<file path="config.mk">
export PLATFORM = sky130hd
export DESIGN_NAME = slew_limited_vehicle_tracker_unit_flat
export DESIGN_NICKNAME = d
export VERILOG_FILES = /design/src/design/slvt_pkg.sv /design/src/design/slvt_if.sv /design/src/design/slew_limited_vehicle_tracker_unit.sv /design/src/design/slvt_div.sv /design/src/design/slvt_dp.sv /design/src/design/slvt_ctrl.sv /design/src/flat_wrapper.sv
export SDC_FILE = /design/constraint.sdc
export NUM_CORES = 2
export LEC_CHECK = 0
export BUFFER_PORTS_ARGS = -buffer_cell sky130_fd_sc_hd__buf_4
export CORE_ASPECT_RATIO = 1.5
export CORE_MARGIN = 2
export CORE_UTILIZATION = 25
export CTS_CLUSTER_SIZE = 10
export DETAILED_ROUTE_END_ITERATION = 10
export PLACE_DENSITY_LB_ADDON = 0.15
export RECOVER_POWER = 25
export SETUP_SLACK_MARGIN = 0.4
export SKIP_CTS_REPAIR_TIMING = 1
export SLEW_MARGIN = 5
export SYNTH_ARGS = -nofsm -noshare
export SYNTH_HDL_FRONTEND = slang
export SYNTH_SLANG_ARGS = --single-unit
</file>
<file path="constraint.sdc">
create_clock -name clk_i -period 21 [get_ports clk_i]
set_input_delay 1.05 -clock clk_i [delete_from_list [all_inputs] [get_ports clk_i]]
set_output_delay 1.05 -clock clk_i [all_outputs]
set_load 0.02 [all_outputs]
</file>
<file path="src/design/slvt_pkg.sv">
// Shared constants, types and helpers of the slew-limited vehicle tracker.
package slvt_pkg;

  localparam int unsigned OSC_PERIOD_MS = 1200;
  localparam int unsigned OSC_AMPLITUDE = 1047;
  localparam int unsigned MS_PER_S      = 1000;
  localparam int unsigned PHASE_W       = 11;

  // sine polynomial, Q14 in, Q16 out
  localparam int unsigned Q14_ONE = 16384;
  localparam int unsigned Q16_ONE = 65536;
  localparam int unsigned SIN_C1  = 4640;
  localparam int unsigned SIN_C2  = 42047;
  localparam int unsigned SIN_C3  = 102944;

  // serial divider: 32-bit dividend, 16-bit divisor, two quotient bits a cycle
  localparam int unsigned DIVIDEND_W = 32;
  localparam int unsigned DIVISOR_W  = 16;
  localparam int unsigned DIV_STEPS  = DIVIDEND_W / 2;
  localparam int unsigned DIV_CNT_W  = $clog2(DIV_STEPS);

  localparam logic [14:0] TARGET_SPEED_RST = 15'd0;
  localparam logic [13:0] ACCEL_RATE_RST   = 14'd100;
  localparam logic [15:0] STEER_RATE_RST   = 16'd698;
  localparam logic [15:0] REF_TIMEOUT_RST  = 16'd2000;

  typedef enum logic [1:0] {
    CFG_TARGET_SPEED,
    CFG_ACCEL_RATE,
    CFG_STEER_RATE,
    CFG_REF_TIMEOUT
  } cfg_idx_e;

  typedef enum logic [4:0] {
    OP_NONE,
    OP_LOAD,
    OP_MUL_SPD,
    OP_DIV_K,
    OP_SPD_UPD,
    OP_DIV_ACC,
    OP_SPD_EL,
    OP_MUL_STR,
    OP_DIV_OSC,
    OP_STEER,
    OP_Z,
    OP_Z2,
    OP_T1,
    OP_T2,
    OP_SCALE,
    OP_OSC_OUT,
    OP_EMIT
  } dp_op_e;

  typedef enum logic [4:0] {
    ST_IDLE,
    ST_MUL_SPD,
    ST_DIV_SPD,
    ST_WAIT_SPD,
    ST_DIV_ACC,
    ST_WAIT_ACC,
    ST_STEER_GO,
    ST_DIV_STR,
    ST_WAIT_STR,
    ST_WAIT_OSC,
    ST_Z2,
    ST_T1,
    ST_T2,
    ST_SCALE,
    ST_OSC_OUT,
    ST_FINISH
  } ctrl_state_e;

  typedef struct packed {
    dp_op_e op;
  } dp_cmd_t;

  typedef struct packed {
    logic div_done;
    logic quo_nz;
    logic eng_tick;
    logic out_free;
  } dp_sts_t;

  function automatic logic signed [15:0] sat16(input logic signed [24:0] v);
    logic signed [15:0] r;
    if (v > 25'sd32767) begin
      r = 16'sh7fff;
    end else if (v < -25'sd32768) begin
      r = 16'sh8000;
    end else begin
      r = v[15:0];
    end
    return r;
  endfunction

endpackage

</file>
<file path="src/design/slvt_if.sv">
// Valid/ready channel interfaces for tick items and tracker results.
interface slvt_in_if;
  logic               valid;
  logic               ready;
  logic signed [15:0] ref_angle;
  logic               ref_fresh;
  logic               engage_write;
  logic               engage_value;

  modport source (output valid, ref_angle, ref_fresh, engage_write, engage_value,
                  input ready);
  modport sink (input valid, ref_angle, ref_fresh, engage_write, engage_value,
                output ready);
endinterface

interface slvt_out_if;
  logic               valid;
  logic               ready;
  logic signed [15:0] speed_now;
  logic signed [15:0] angle_now;
  logic               ref_late;
  logic               engaged_now;

  modport source (output valid, speed_now, angle_now, ref_late, engaged_now,
                  input ready);
  modport sink (input valid, speed_now, angle_now, ref_late, engaged_now,
                output ready);
endinterface

</file>
<file path="src/design/slew_limited_vehicle_tracker_unit.sv">
// Slew-limited vehicle tracker top level: sequencer plus datapath.
// One tick at a time; the time from accepted tick to result valid is set by up to three
// passes of the shared radix-4 divider (/1000, /accel, then /1000 when engaged or /period)
// plus a five-step multiply chain for the sine when disengaged.
// Next tick is taken as soon as the previous result sits in the output register.
// Asynchronous active-low reset: state cleared, configuration registers to their defaults.
module slew_limited_vehicle_tracker_unit (
  input  logic        clk_i,
  input  logic        rst_ni,
  input  logic        cfg_we_i,
  input  logic [1:0]  cfg_idx_i,
  input  logic [15:0] cfg_wdata_i,
  slvt_in_if.sink     in_ch_i,
  slvt_out_if.source  out_ch_o
);

  slvt_pkg::dp_cmd_t cmd;
  slvt_pkg::dp_sts_t sts;

  slvt_ctrl u_ctrl (
    .clk_i      (clk_i),
    .rst_ni     (rst_ni),
    .in_valid_i (in_ch_i.valid),
    .in_ready_o (in_ch_i.ready),
    .sts_i      (sts),
    .cmd_o      (cmd)
  );

  slvt_dp u_dp (
    .clk_i          (clk_i),
    .rst_ni         (rst_ni),
    .cfg_we_i       (cfg_we_i),
    .cfg_idx_i      (cfg_idx_i),
    .cfg_wdata_i    (cfg_wdata_i),
    .ref_angle_i    (in_ch_i.ref_angle),
    .ref_fresh_i    (in_ch_i.ref_fresh),
    .engage_write_i (in_ch_i.engage_write),
    .engage_value_i (in_ch_i.engage_value),
    .cmd_i          (cmd),
    .sts_o          (sts),
    .out_ready_i    (out_ch_o.ready),
    .out_valid_o    (out_ch_o.valid),
    .speed_now_o    (out_ch_o.speed_now),
    .angle_now_o    (out_ch_o.angle_now),
    .ref_late_o     (out_ch_o.ref_late),
    .engaged_now_o  (out_ch_o.engaged_now)
  );

  // one tick in flight: the sequencer leaves idle straight after a transaction
  assert property (@(posedge clk_i) disable iff (!rst_ni)
    (in_ch_i.valid && in_ch_i.ready) |=> !in_ch_i.ready)
    else $error("tick accepted while another is in flight");

  // a finished result never overwrites one still waiting
  assert property (@(posedge clk_i) disable iff (!rst_ni)
    (cmd.op == slvt_pkg::OP_EMIT) |-> sts.out_free)
    else $error("result register overwritten");

  // a timeout always leaves the tracker disengaged
  assert property (@(posedge clk_i) disable iff (!rst_ni)
    (out_ch_o.valid && out_ch_o.ref_late) |-> !out_ch_o.engaged_now)
    else $error("late reference but still engaged");

  // divider completion is a single-cycle pulse
  assert property (@(posedge clk_i) disable iff (!rst_ni)
    sts.div_done |=> !sts.div_done)
    else $error("divider done held");

endmodule

</file>
<file path="src/design/slvt_div.sv">
// Restoring unsigned divider, two quotient bits per cycle.
module slvt_div (
  input  logic                                clk_i,
  input  logic                                rst_ni,
  input  logic                                start_i,
  input  logic [slvt_pkg::DIVIDEND_W-1:0]     dividend_i,
  input  logic [slvt_pkg::DIVISOR_W-1:0]      divisor_i,
  output logic [slvt_pkg::DIVIDEND_W-1:0]     quotient_o,
  output logic                                done_o
);

  localparam int unsigned DW = slvt_pkg::DIVISOR_W;
  localparam int unsigned NW = slvt_pkg::DIVIDEND_W;

  logic                                busy_q, busy_d;
  logic                                done_q, done_d;
  logic [slvt_pkg::DIV_CNT_W-1:0]      cnt_q, cnt_d;
  logic [NW-1:0]                       quo_q, quo_d;
  logic [DW-1:0]                       rem_q, rem_d;
  logic [DW-1:0]                       dvs_q, dvs_d;

  logic [DW:0] r1, r1s, r2, r2s;
  logic        ge1, ge2;

  assign r1  = {rem_q, quo_q[NW-1]};
  assign ge1 = r1 >= {1'b0, dvs_q};
  assign r1s = ge1 ? r1 - {1'b0, dvs_q} : r1;
  assign r2  = {r1s[DW-1:0], quo_q[NW-2]};
  assign ge2 = r2 >= {1'b0, dvs_q};
  assign r2s = ge2 ? r2 - {1'b0, dvs_q} : r2;

  always_comb begin
    busy_d = busy_q;
    done_d = 1'b0;
    cnt_d  = cnt_q;
    quo_d  = quo_q;
    rem_d  = rem_q;
    dvs_d  = dvs_q;
    if (start_i) begin
      busy_d = 1'b1;
      cnt_d  = '0;
      quo_d  = dividend_i;
      rem_d  = '0;
      dvs_d  = divisor_i;
    end else if (busy_q) begin
      quo_d = {quo_q[NW-3:0], ge1, ge2};
      rem_d = r2s[DW-1:0];
      cnt_d = cnt_q + 1'b1;
      if (cnt_q == slvt_pkg::DIV_CNT_W'(slvt_pkg::DIV_STEPS - 1)) begin
        busy_d = 1'b0;
        done_d = 1'b1;
      end
    end
  end

  always_ff @(posedge clk_i or negedge rst_ni) begin
    if (!rst_ni) begin
      busy_q <= 1'b0;
      done_q <= 1'b0;
      cnt_q  <= '0;
    end else begin
      busy_q <= busy_d;
      done_q <= done_d;
      cnt_q  <= cnt_d;
    end
  end

  always_ff @(posedge clk_i) begin
    quo_q <= quo_d;
    rem_q <= rem_d;
    dvs_q <= dvs_d;
  end

  assign quotient_o = quo_q;
  assign done_o     = done_q;

endmodule

</file>
<file path="src/design/slvt_dp.sv">
// Tracker datapath: state, configuration, shared multiplier, divider, result register.
module slvt_dp (
  input  logic                clk_i,
  input  logic                rst_ni,
  input  logic                cfg_we_i,
  input  logic [1:0]          cfg_idx_i,
  input  logic [15:0]         cfg_wdata_i,
  input  logic signed [15:0]  ref_angle_i,
  input  logic                ref_fresh_i,
  input  logic                engage_write_i,
  input  logic                engage_value_i,
  input  slvt_pkg::dp_cmd_t   cmd_i,
  output slvt_pkg::dp_sts_t   sts_o,
  input  logic                out_ready_i,
  output logic                out_valid_o,
  output logic signed [15:0]  speed_now_o,
  output logic signed [15:0]  angle_now_o,
  output logic                ref_late_o,
  output logic                engaged_now_o
);

  localparam int unsigned PW = slvt_pkg::PHASE_W;

  // configuration
  logic [14:0] target_q, target_d;
  logic [13:0] accel_q, accel_d;
  logic [15:0] steer_q, steer_d;
  logic [15:0] timeout_q, timeout_d;

  // architectural state
  logic signed [15:0] speed_q, speed_d;
  logic signed [15:0] angle_q, angle_d;
  logic [15:0]        spd_el_q, spd_el_d;
  logic [15:0]        str_el_q, str_el_d;
  logic [15:0]        age_q, age_d;
  logic [PW-1:0]      phase_q, phase_d;
  logic               engaged_q, engaged_d;

  // per-tick working registers
  logic               eng_tick_q, eng_tick_d;
  logic               late_q, late_d;
  logic signed [15:0] ref_q, ref_d;
  logic [31:0]        prod_q, prod_d;
  logic [14:0]        z_q, z_d;
  logic [14:0]        z2_q, z2_d;
  logic [1:0]         quad_q, quad_d;

  // result register
  logic               out_valid_q, out_valid_d;
  logic signed [15:0] out_speed_q, out_speed_d;
  logic signed [15:0] out_angle_q, out_angle_d;
  logic               out_late_q, out_late_d;
  logic               out_eng_q, out_eng_d;

  // divider hookup
  logic                                div_start;
  logic [slvt_pkg::DIVIDEND_W-1:0]     div_dividend;
  logic [slvt_pkg::DIVISOR_W-1:0]      div_divisor;
  logic [slvt_pkg::DIVIDEND_W-1:0]     quo;
  logic                                div_done;

  // shared multiplier
  logic [20:0] mul_a;
  logic [16:0] mul_b;
  logic [37:0] mul_p;

  // helpers
  logic               eng_w;
  logic [15:0]        spd_el_inc, str_el_inc;
  logic               speed_gt, angle_gt;
  logic signed [24:0] speed_ext, angle_ext, speed_sum, angle_sum;
  logic [24:0]        sstep_ext, astep_ext;
  logic signed [15:0] steer_cand, osc_cand;
  logic [15:0]        f16;
  logic [14:0]        z_new;
  logic [15:0]        t1;
  logic [16:0]        t2;
  logic [17:0]        s_raw;
  logic [16:0]        s_cap;
  logic [15:0]        mag;

  slvt_div u_div (
    .clk_i      (clk_i),
    .rst_ni     (rst_ni),
    .start_i    (div_start),
    .dividend_i (div_dividend),
    .divisor_i  (div_divisor),
    .quotient_o (quo),
    .done_o     (div_done)
  );

  assign eng_w      = engage_write_i ? engage_value_i : engaged_q;
  assign spd_el_inc = (spd_el_q == 16'hffff) ? spd_el_q : spd_el_q + 16'd1;
  assign str_el_inc = (str_el_q == 16'hffff) ? str_el_q : str_el_q + 16'd1;

  assign speed_gt  = $signed({speed_q[15], speed_q}) > $signed({2'b00, target_q});
  assign speed_ext = {{9{speed_q[15]}}, speed_q};
  assign sstep_ext = {4'b0, quo[20:0]};
  assign speed_sum = speed_gt ? speed_ext - $signed(sstep_ext)
                              : speed_ext + $signed(sstep_ext);

  assign angle_gt   = angle_q > ref_q;
  assign angle_ext  = {{9{angle_q[15]}}, angle_q};
  assign astep_ext  = {2'b0, quo[22:0]};
  assign angle_sum  = angle_gt ? angle_ext - $signed(astep_ext)
                               : angle_ext + $signed(astep_ext);
  assign steer_cand = (quo == '0) ? angle_q : slvt_pkg::sat16(angle_sum);

  // sine: quadrant fold of the Q16 phase, then the Q14 polynomial steps
  assign f16   = quo[15:0];
  assign z_new = f16[14] ? 15'(slvt_pkg::Q14_ONE) - {1'b0, f16[13:0]} : {1'b0, f16[13:0]};
  assign t1    = 16'(slvt_pkg::SIN_C2) - prod_q[29:14];
  assign t2    = 17'(slvt_pkg::SIN_C3) - {1'b0, prod_q[29:14]};
  assign s_raw = prod_q[31:14];
  assign s_cap = (s_raw > 18'(slvt_pkg::Q16_ONE)) ? 17'(slvt_pkg::Q16_ONE) : s_raw[16:0];
  assign mag   = prod_q[31:16];
  assign osc_cand = quad_q[1] ? -$signed(mag) : $signed(mag);

  assign mul_p = mul_a * mul_b;

  always_comb begin
    target_d    = target_q;
    accel_d     = accel_q;
    steer_d     = steer_q;
    timeout_d   = timeout_q;
    speed_d     = speed_q;
    angle_d     = angle_q;
    spd_el_d    = spd_el_q;
    str_el_d    = str_el_q;
    age_d       = age_q;
    phase_d     = phase_q;
    engaged_d   = engaged_q;
    eng_tick_d  = eng_tick_q;
    late_d      = late_q;
    ref_d       = ref_q;
    prod_d      = prod_q;
    z_d         = z_q;
    z2_d        = z2_q;
    quad_d      = quad_q;
    out_valid_d = out_valid_q && !out_ready_i;
    out_speed_d = out_speed_q;
    out_angle_d = out_angle_q;
    out_late_d  = out_late_q;
    out_eng_d   = out_eng_q;
    mul_a        = '0;
    mul_b        = '0;
    div_start    = 1'b0;
    div_dividend = prod_q;
    div_divisor  = slvt_pkg::DIVISOR_W'(slvt_pkg::MS_PER_S);

    if (cfg_we_i) begin
      unique case (slvt_pkg::cfg_idx_e'(cfg_idx_i))
        slvt_pkg::CFG_TARGET_SPEED: target_d  = cfg_wdata_i[14:0];
        slvt_pkg::CFG_ACCEL_RATE:   accel_d   = cfg_wdata_i[13:0];
        slvt_pkg::CFG_STEER_RATE:   steer_d   = cfg_wdata_i;
        slvt_pkg::CFG_REF_TIMEOUT:  timeout_d = cfg_wdata_i;
      endcase
    end

    unique case (cmd_i.op)
      slvt_pkg::OP_NONE: ;
      slvt_pkg::OP_LOAD: begin
        eng_tick_d = eng_w;
        ref_d      = ref_angle_i;
        phase_d    = (phase_q == PW'(slvt_pkg::OSC_PERIOD_MS - 1)) ? '0 : phase_q + 1'b1;
        spd_el_d   = spd_el_inc;
        str_el_d   = str_el_inc;
        late_d     = 1'b0;
        engaged_d  = eng_w;
        if (ref_fresh_i || !eng_w) begin
          age_d = '0;
        end else if (age_q >= timeout_q) begin
          late_d    = 1'b1;
          engaged_d = 1'b0;
          age_d     = '0;
        end else begin
          age_d = age_q + 16'd1;
        end
      end
      slvt_pkg::OP_MUL_SPD: begin
        mul_a  = {7'b0, accel_q};
        mul_b  = {1'b0, spd_el_q};
        prod_d = mul_p[31:0];
      end
      slvt_pkg::OP_DIV_K: begin
        div_start = 1'b1;
      end
      slvt_pkg::OP_SPD_UPD: begin
        // a zero step leaves the speed as it is
        speed_d = slvt_pkg::sat16(speed_sum);
        mul_a   = quo[20:0];
        mul_b   = 17'(slvt_pkg::MS_PER_S);
        prod_d  = mul_p[31:0];
      end
      slvt_pkg::OP_DIV_ACC: begin
        div_start   = 1'b1;
        div_divisor = {2'b0, accel_q};
      end
      slvt_pkg::OP_SPD_EL: begin
        spd_el_d = spd_el_q - quo[15:0];
      end
      slvt_pkg::OP_MUL_STR: begin
        mul_a  = {5'b0, steer_q};
        mul_b  = {1'b0, str_el_q};
        prod_d = mul_p[31:0];
      end
      slvt_pkg::OP_DIV_OSC: begin
        div_start    = 1'b1;
        div_dividend = {5'b0, phase_q, 16'b0};
        div_divisor  = slvt_pkg::DIVISOR_W'(slvt_pkg::OSC_PERIOD_MS);
      end
      slvt_pkg::OP_STEER: begin
        if (steer_cand != angle_q) begin
          angle_d  = steer_cand;
          str_el_d = '0;
        end
      end
      slvt_pkg::OP_Z: begin
        z_d    = z_new;
        quad_d = f16[15:14];
        mul_a  = {6'b0, z_new};
        mul_b  = {2'b0, z_new};
        prod_d = mul_p[31:0];
      end
      slvt_pkg::OP_Z2: begin
        z2_d   = prod_q[28:14];
        mul_a  = 21'(slvt_pkg::SIN_C1);
        mul_b  = {2'b0, prod_q[28:14]};
        prod_d = mul_p[31:0];
      end
      slvt_pkg::OP_T1: begin
        mul_a  = {5'b0, t1};
        mul_b  = {2'b0, z2_q};
        prod_d = mul_p[31:0];
      end
      slvt_pkg::OP_T2: begin
        mul_a  = {4'b0, t2};
        mul_b  = {2'b0, z_q};
        prod_d = mul_p[31:0];
      end
      slvt_pkg::OP_SCALE: begin
        mul_a  = 21'(slvt_pkg::OSC_AMPLITUDE);
        mul_b  = s_cap;
        prod_d = mul_p[31:0];
      end
      slvt_pkg::OP_OSC_OUT: begin
        if (osc_cand != angle_q) begin
          angle_d  = osc_cand;
          str_el_d = '0;
        end
      end
      slvt_pkg::OP_EMIT: begin
        out_valid_d = 1'b1;
        out_speed_d = speed_q;
        out_angle_d = angle_q;
        out_late_d  = late_q;
        out_eng_d   = engaged_q;
      end
      default: ;
    endcase
  end

  always_ff @(posedge clk_i or negedge rst_ni) begin
    if (!rst_ni) begin
      target_q    <= slvt_pkg::TARGET_SPEED_RST;
      accel_q     <= slvt_pkg::ACCEL_RATE_RST;
      steer_q     <= slvt_pkg::STEER_RATE_RST;
      timeout_q   <= slvt_pkg::REF_TIMEOUT_RST;
      speed_q     <= '0;
      angle_q     <= '0;
      spd_el_q    <= '0;
      str_el_q    <= '0;
      age_q       <= '0;
      phase_q     <= '0;
      engaged_q   <= 1'b0;
      out_valid_q <= 1'b0;
    end else begin
      target_q    <= target_d;
      accel_q     <= accel_d;
      steer_q     <= steer_d;
      timeout_q   <= timeout_d;
      speed_q     <= speed_d;
      angle_q     <= angle_d;
      spd_el_q    <= spd_el_d;
      str_el_q    <= str_el_d;
      age_q       <= age_d;
      phase_q     <= phase_d;
      engaged_q   <= engaged_d;
      out_valid_q <= out_valid_d;
    end
  end

  always_ff @(posedge clk_i) begin
    eng_tick_q  <= eng_tick_d;
    late_q      <= late_d;
    ref_q       <= ref_d;
    prod_q      <= prod_d;
    z_q         <= z_d;
    z2_q        <= z2_d;
    quad_q      <= quad_d;
    out_speed_q <= out_speed_d;
    out_angle_q <= out_angle_d;
    out_late_q  <= out_late_d;
    out_eng_q   <= out_eng_d;
  end

  assign sts_o.div_done = div_done;
  assign sts_o.quo_nz   = |quo;
  assign sts_o.eng_tick = eng_tick_q;
  assign sts_o.out_free = !out_valid_q || out_ready_i;

  assign out_valid_o   = out_valid_q;
  assign speed_now_o   = out_speed_q;
  assign angle_now_o   = out_angle_q;
  assign ref_late_o    = out_late_q;
  assign engaged_now_o = out_eng_q;

endmodule

</file>
<file path="src/design/slvt_ctrl.sv">
// Tracker sequencer: steps the datapath through one tick transaction.
module slvt_ctrl (
  input  logic              clk_i,
  input  logic              rst_ni,
  input  logic              in_valid_i,
  output logic              in_ready_o,
  input  slvt_pkg::dp_sts_t sts_i,
  output slvt_pkg::dp_cmd_t cmd_o
);

  slvt_pkg::ctrl_state_e state_q, state_d;

  always_ff @(posedge clk_i or negedge rst_ni) begin
    if (!rst_ni) begin
      state_q <= slvt_pkg::ST_IDLE;
    end else begin
      state_q <= state_d;
    end
  end

  always_comb begin
    state_d    = state_q;
    cmd_o.op   = slvt_pkg::OP_NONE;
    in_ready_o = 1'b0;
    unique case (state_q)
      slvt_pkg::ST_IDLE: begin
        in_ready_o = 1'b1;
        if (in_valid_i) begin
          cmd_o.op = slvt_pkg::OP_LOAD;
          state_d  = slvt_pkg::ST_MUL_SPD;
        end
      end
      slvt_pkg::ST_MUL_SPD: begin
        cmd_o.op = slvt_pkg::OP_MUL_SPD;
        state_d  = slvt_pkg::ST_DIV_SPD;
      end
      slvt_pkg::ST_DIV_SPD: begin
        cmd_o.op = slvt_pkg::OP_DIV_K;
        state_d  = slvt_pkg::ST_WAIT_SPD;
      end
      slvt_pkg::ST_WAIT_SPD: begin
        if (sts_i.div_done) begin
          cmd_o.op = slvt_pkg::OP_SPD_UPD;
          // elapsed only gives back time when the step was nonzero
          state_d  = sts_i.quo_nz ? slvt_pkg::ST_DIV_ACC : slvt_pkg::ST_STEER_GO;
        end
      end
      slvt_pkg::ST_DIV_ACC: begin
        cmd_o.op = slvt_pkg::OP_DIV_ACC;
        state_d  = slvt_pkg::ST_WAIT_ACC;
      end
      slvt_pkg::ST_WAIT_ACC: begin
        if (sts_i.div_done) begin
          cmd_o.op = slvt_pkg::OP_SPD_EL;
          state_d  = slvt_pkg::ST_STEER_GO;
        end
      end
      slvt_pkg::ST_STEER_GO: begin
        if (sts_i.eng_tick) begin
          cmd_o.op = slvt_pkg::OP_MUL_STR;
          state_d  = slvt_pkg::ST_DIV_STR;
        end else begin
          cmd_o.op = slvt_pkg::OP_DIV_OSC;
          state_d  = slvt_pkg::ST_WAIT_OSC;
        end
      end
      slvt_pkg::ST_DIV_STR: begin
        cmd_o.op = slvt_pkg::OP_DIV_K;
        state_d  = slvt_pkg::ST_WAIT_STR;
      end
      slvt_pkg::ST_WAIT_STR: begin
        if (sts_i.div_done) begin
          cmd_o.op = slvt_pkg::OP_STEER;
          state_d  = slvt_pkg::ST_FINISH;
        end
      end
      slvt_pkg::ST_WAIT_OSC: begin
        if (sts_i.div_done) begin
          cmd_o.op = slvt_pkg::OP_Z;
          state_d  = slvt_pkg::ST_Z2;
        end
      end
      slvt_pkg::ST_Z2: begin
        cmd_o.op = slvt_pkg::OP_Z2;
        state_d  = slvt_pkg::ST_T1;
      end
      slvt_pkg::ST_T1: begin
        cmd_o.op = slvt_pkg::OP_T1;
        state_d  = slvt_pkg::ST_T2;
      end
      slvt_pkg::ST_T2: begin
        cmd_o.op = slvt_pkg::OP_T2;
        state_d  = slvt_pkg::ST_SCALE;
      end
      slvt_pkg::ST_SCALE: begin
        cmd_o.op = slvt_pkg::OP_SCALE;
        state_d  = slvt_pkg::ST_OSC_OUT;
      end
      slvt_pkg::ST_OSC_OUT: begin
        cmd_o.op = slvt_pkg::OP_OSC_OUT;
        state_d  = slvt_pkg::ST_FINISH;
      end
      slvt_pkg::ST_FINISH: begin
        if (sts_i.out_free) begin
          cmd_o.op = slvt_pkg::OP_EMIT;
          state_d  = slvt_pkg::ST_IDLE;
        end
      end
      default: state_d = slvt_pkg::ST_IDLE;
    endcase
  end

endmodule
</file>
<file path="src/flat_wrapper.sv">
// flat-port wrapper written by rule: the top's interface ports become plain ports
module slew_limited_vehicle_tracker_unit_flat 
  (clk_i, rst_ni, cfg_we_i, cfg_idx_i, cfg_wdata_i, in_ch_i_valid, in_ch_i_ref_angle, in_ch_i_ref_fresh, in_ch_i_engage_write, in_ch_i_engage_value, in_ch_i_ready, out_ch_o_valid, out_ch_o_speed_now, out_ch_o_angle_now, out_ch_o_ref_late, out_ch_o_engaged_now, out_ch_o_ready);
  slvt_in_if in_ch_i_i ();
  slvt_out_if out_ch_o_i ();
  input  logic clk_i;
  input  logic rst_ni;
  input  logic cfg_we_i;
  input  logic [1:0] cfg_idx_i;
  input  logic [15:0] cfg_wdata_i;
  input wire logic [$bits(in_ch_i_i.valid)-1:0] in_ch_i_valid;
  input wire logic [$bits(in_ch_i_i.ref_angle)-1:0] in_ch_i_ref_angle;
  input wire logic [$bits(in_ch_i_i.ref_fresh)-1:0] in_ch_i_ref_fresh;
  input wire logic [$bits(in_ch_i_i.engage_write)-1:0] in_ch_i_engage_write;
  input wire logic [$bits(in_ch_i_i.engage_value)-1:0] in_ch_i_engage_value;
  output wire logic [$bits(in_ch_i_i.ready)-1:0] in_ch_i_ready;
  output wire logic [$bits(out_ch_o_i.valid)-1:0] out_ch_o_valid;
  output wire logic [$bits(out_ch_o_i.speed_now)-1:0] out_ch_o_speed_now;
  output wire logic [$bits(out_ch_o_i.angle_now)-1:0] out_ch_o_angle_now;
  output wire logic [$bits(out_ch_o_i.ref_late)-1:0] out_ch_o_ref_late;
  output wire logic [$bits(out_ch_o_i.engaged_now)-1:0] out_ch_o_engaged_now;
  input wire logic [$bits(out_ch_o_i.ready)-1:0] out_ch_o_ready;
  assign in_ch_i_i.valid = in_ch_i_valid;
  assign in_ch_i_i.ref_angle = in_ch_i_ref_angle;
  assign in_ch_i_i.ref_fresh = in_ch_i_ref_fresh;
  assign in_ch_i_i.engage_write = in_ch_i_engage_write;
  assign in_ch_i_i.engage_value = in_ch_i_engage_value;
  assign in_ch_i_ready = in_ch_i_i.ready;
  assign out_ch_o_valid = out_ch_o_i.valid;
  assign out_ch_o_speed_now = out_ch_o_i.speed_now;
  assign out_ch_o_angle_now = out_ch_o_i.angle_now;
  assign out_ch_o_ref_late = out_ch_o_i.ref_late;
  assign out_ch_o_engaged_now = out_ch_o_i.engaged_now;
  assign out_ch_o_i.ready = out_ch_o_ready;
  slew_limited_vehicle_tracker_unit u_core (.clk_i(clk_i), .rst_ni(rst_ni), .cfg_we_i(cfg_we_i), .cfg_idx_i(cfg_idx_i), .cfg_wdata_i(cfg_wdata_i), .in_ch_i(in_ch_i_i), .out_ch_o(out_ch_o_i));
endmodule
</file>
==> qor.txt <==
PortBufs -> 77
Worst skew pair latency -> 600 ps
GR Overflow Total -> 0
Die footprint -> 133800 sq um
Register area share after synthesis -> 0.2838
Tot GR Track Use -> 0.1816
H-tree levels -> 2
Ys async rst share -> 0.4809
Post-route setup TNS -> 0 ps
DR WL/cell -> 22.37 um
Hold Crit Start -> u_core.u_dp.late_q
Least-Margin Pin Slew -> 3574 ps
Rel. slew slack -> -1.382
WHS Endpoint -> u_core.u_dp.ref_late_o
Max-cap violations -> 2
Core area -> 129900 sq um
EDFF count, synth -> 161
Total CTS buffers -> 41
Synthesized area per cell -> 9.012 sq um
Seq cells post-synth -> 341
DRT iter0 DRCs -> 1997
# IOs -> 78
Synth Flop Type -> edfxtp_1
Vias in the first global route -> 27690
Critical path type -> reg2reg
WP data arrival -> 12250 ps
Vias per std cell -> 4.856
DRC -> 0
Bufs on Longest Clock Path -> 3
1st-pass router iterations -> 6
CP most frequent cell -> fa_1
Crit end category -> register
Slowest CP cell -> nand4_1
RePlAce Congestion -> 0.8666
Worst reg2reg endpoint -> u_core.u_dp.prod_q[30]
CTS tree -> yes
Worst path required time -> 21350 ps
Startpoint class of the critical path -> register
Slowest cell delay on critical path -> 750 ps
Final ANT Viol Nets -> 0
Worst hold margin -> 421.0 ps
Die Y-Extent -> 446.9 um
Synthesized cell area -> 32700 sq um
Ant. Diodes -> 0
Synth cell types -> 95
Dpl hpwl -> 95870 um
Largest net degree at the start of global routing -> 64
Failing checks -> capacitance limit, slew limit
Sink Count -> 341
Initial antenna violation count -> 3
First-pass GRT wire length -> 181600 um
Hold WC Path Type -> reg2reg
Final period utilization -> 0.5666
Crit path time final -> 11900 ps
R2R Setup Slk -> 9100 ps
Clk_skew -> 31.92 ps
Initial core utilization -> 0.2517
Post-Route WL -> 121600 um
Die width -> 299.3 um
Layout cells sized above 1 -> 0.07810
Crit-path max FO -> 17
Status -> finished, violations left
Clock slew at reported path FFs -> 60 ps
R2R cell count -> 33
Via count -> 26390
Max-slew violations -> 112
Area delta synth->final -> 11.97%
Finish-stage setup viols -> 0
Yosys warns -> 0
CTS Root Cell -> clkbuf_16
Hold Fails Final Rpt -> 0
R2r startpoint -> u_core.u_dp.prod_q[20]
FP Rows -> 162
Post-layout net count -> 4226
Unrepaired setup endpoints after global routing -> no
Hold Path Depth -> 0
Cell count after synthesis -> 3628
Fmax -> 0.08404 GHz
[synth_stat cells (31+ instances only)]
master / n / share of area
inv_1: 485 / 0.056
nand2_1: 473 / 0.054
fa_1: 276 / 0.17
nor2_1: 270 / 0.031
ha_1: 228 / 0.087
o21ai_0: 188 / 0.029
xnor2_1: 164 / 0.044
edfxtp_1: 161 / 0.15
a21oi_1: 155 / 0.024
dfrtp_1: 149 / 0.11
clkbuf_1: 137 / 0.016
nand3_1: 87 / 0.013
mux2_2: 55 / 0.019
nand4_1: 48 / 0.0092
and3_1: 47 / 0.0090
a21o_1: 46 / 0.011
nor2b_1: 46 / 0.0088
nor3_1: 46 / 0.0070
xor2_1: 38 / 0.010
nand2b_1: 34 / 0.0065
mux2i_1: 31 / 0.0095
[through the flow]
stage                     setup WS (ps)  cells  utilization  cell area (sq um)
after floorplan                   11290   3662            -              32820
final                              9101   5435       0.2818              36610
after global routing               8378   5435       0.2818              36610
after global placement             8962   5359       0.2727              35430
after CTS                          8952   5435       0.2822              36670
after detailed placement           8974   5359       0.2727              35430
[critical path, delay by kind of cell (launching register included)]
| kind | cells | cell delay, ps |
|---|---|---|
| adder cells (fa/ha/maj) | 8 | 3720 |
| AO/OA/AOI/OAI | 11 | 3680 |
| AND/OR/NAND/NOR | 8 | 2810 |
| buffers and inverters | 5 | 670 |
| flip-flops | 1 | 630 |
| XOR/XNOR | 1 | 130 |
[placed cells by master, fill, tap and decap left out, types with 42 or more instances in the layout]
cell	instances
o21ai_0	186
nand4_1	48
edfxtp_1	161
nor2b_1	46
ha_1	228
clkbuf_16	44
buf_4	109
nor2_1	267
dfrtp_1	149
and3_1	47
a21oi_1	155
nand3_1	86
xnor2_1	164
inv_1	484
fa_1	276
mux2_2	55
a21o_1	46
nand2_1	473
nor3_1	42
[metal layers]
layer	vias to the layer above	GRT usage	wire length, um
li1	12300	-	-
met1	13270	0.1981	45330
met2	617	0.3510	65990
met3	195	0.01325	3648
met4	2	0.08698	6570
met5	-	0	14
[worst max path at each step]
stage               slack [ps]                endpoint                    from  cells after the start
finish                    9100  u_core.u_dp.prod_q[30]  u_core.u_dp.prod_q[20]                     33
global placement          8960  u_core.u_dp.prod_q[30]  u_core.u_dp.prod_q[20]                     33
CTS                       8950  u_core.u_dp.prod_q[30]  u_core.u_dp.prod_q[20]                     33
global route              8380  u_core.u_dp.prod_q[31]  u_core.u_dp.prod_q[20]                     35
floorplan                11290  u_core.u_dp.prod_q[30]           in_ch_i_valid                     31
detailed placement        8970  u_core.u_dp.prod_q[30]  u_core.u_dp.prod_q[20]                     33
[kinds of logic after synthesis]
family,after synthesis,share of synthesized area
fa+ha+maj,504,0.2562
simple gates,1158,0.1625
other cells,2,0.0002297
compound gates,684,0.1374
flops,341,0.2838
xor+xnor,204,0.05553
mux,86,0.02843
buf+inv,649,0.07596
[area by class of cell]
type,count,area (sq um)
Fill cell,13920,93320
Multi-Input combinational cell,2672,21120
Sequential cell,341,9278
Tap cell,1722,2155
Inverter,486,1824
Clock buffer,71,1212
Timing Repair Buffer,138,987.2
Clock inverter,5,28.78
Power is left out: the tool's default activity adds up to more than one toggle a clock period on the data nets, which glitch-free logic cannot reach.
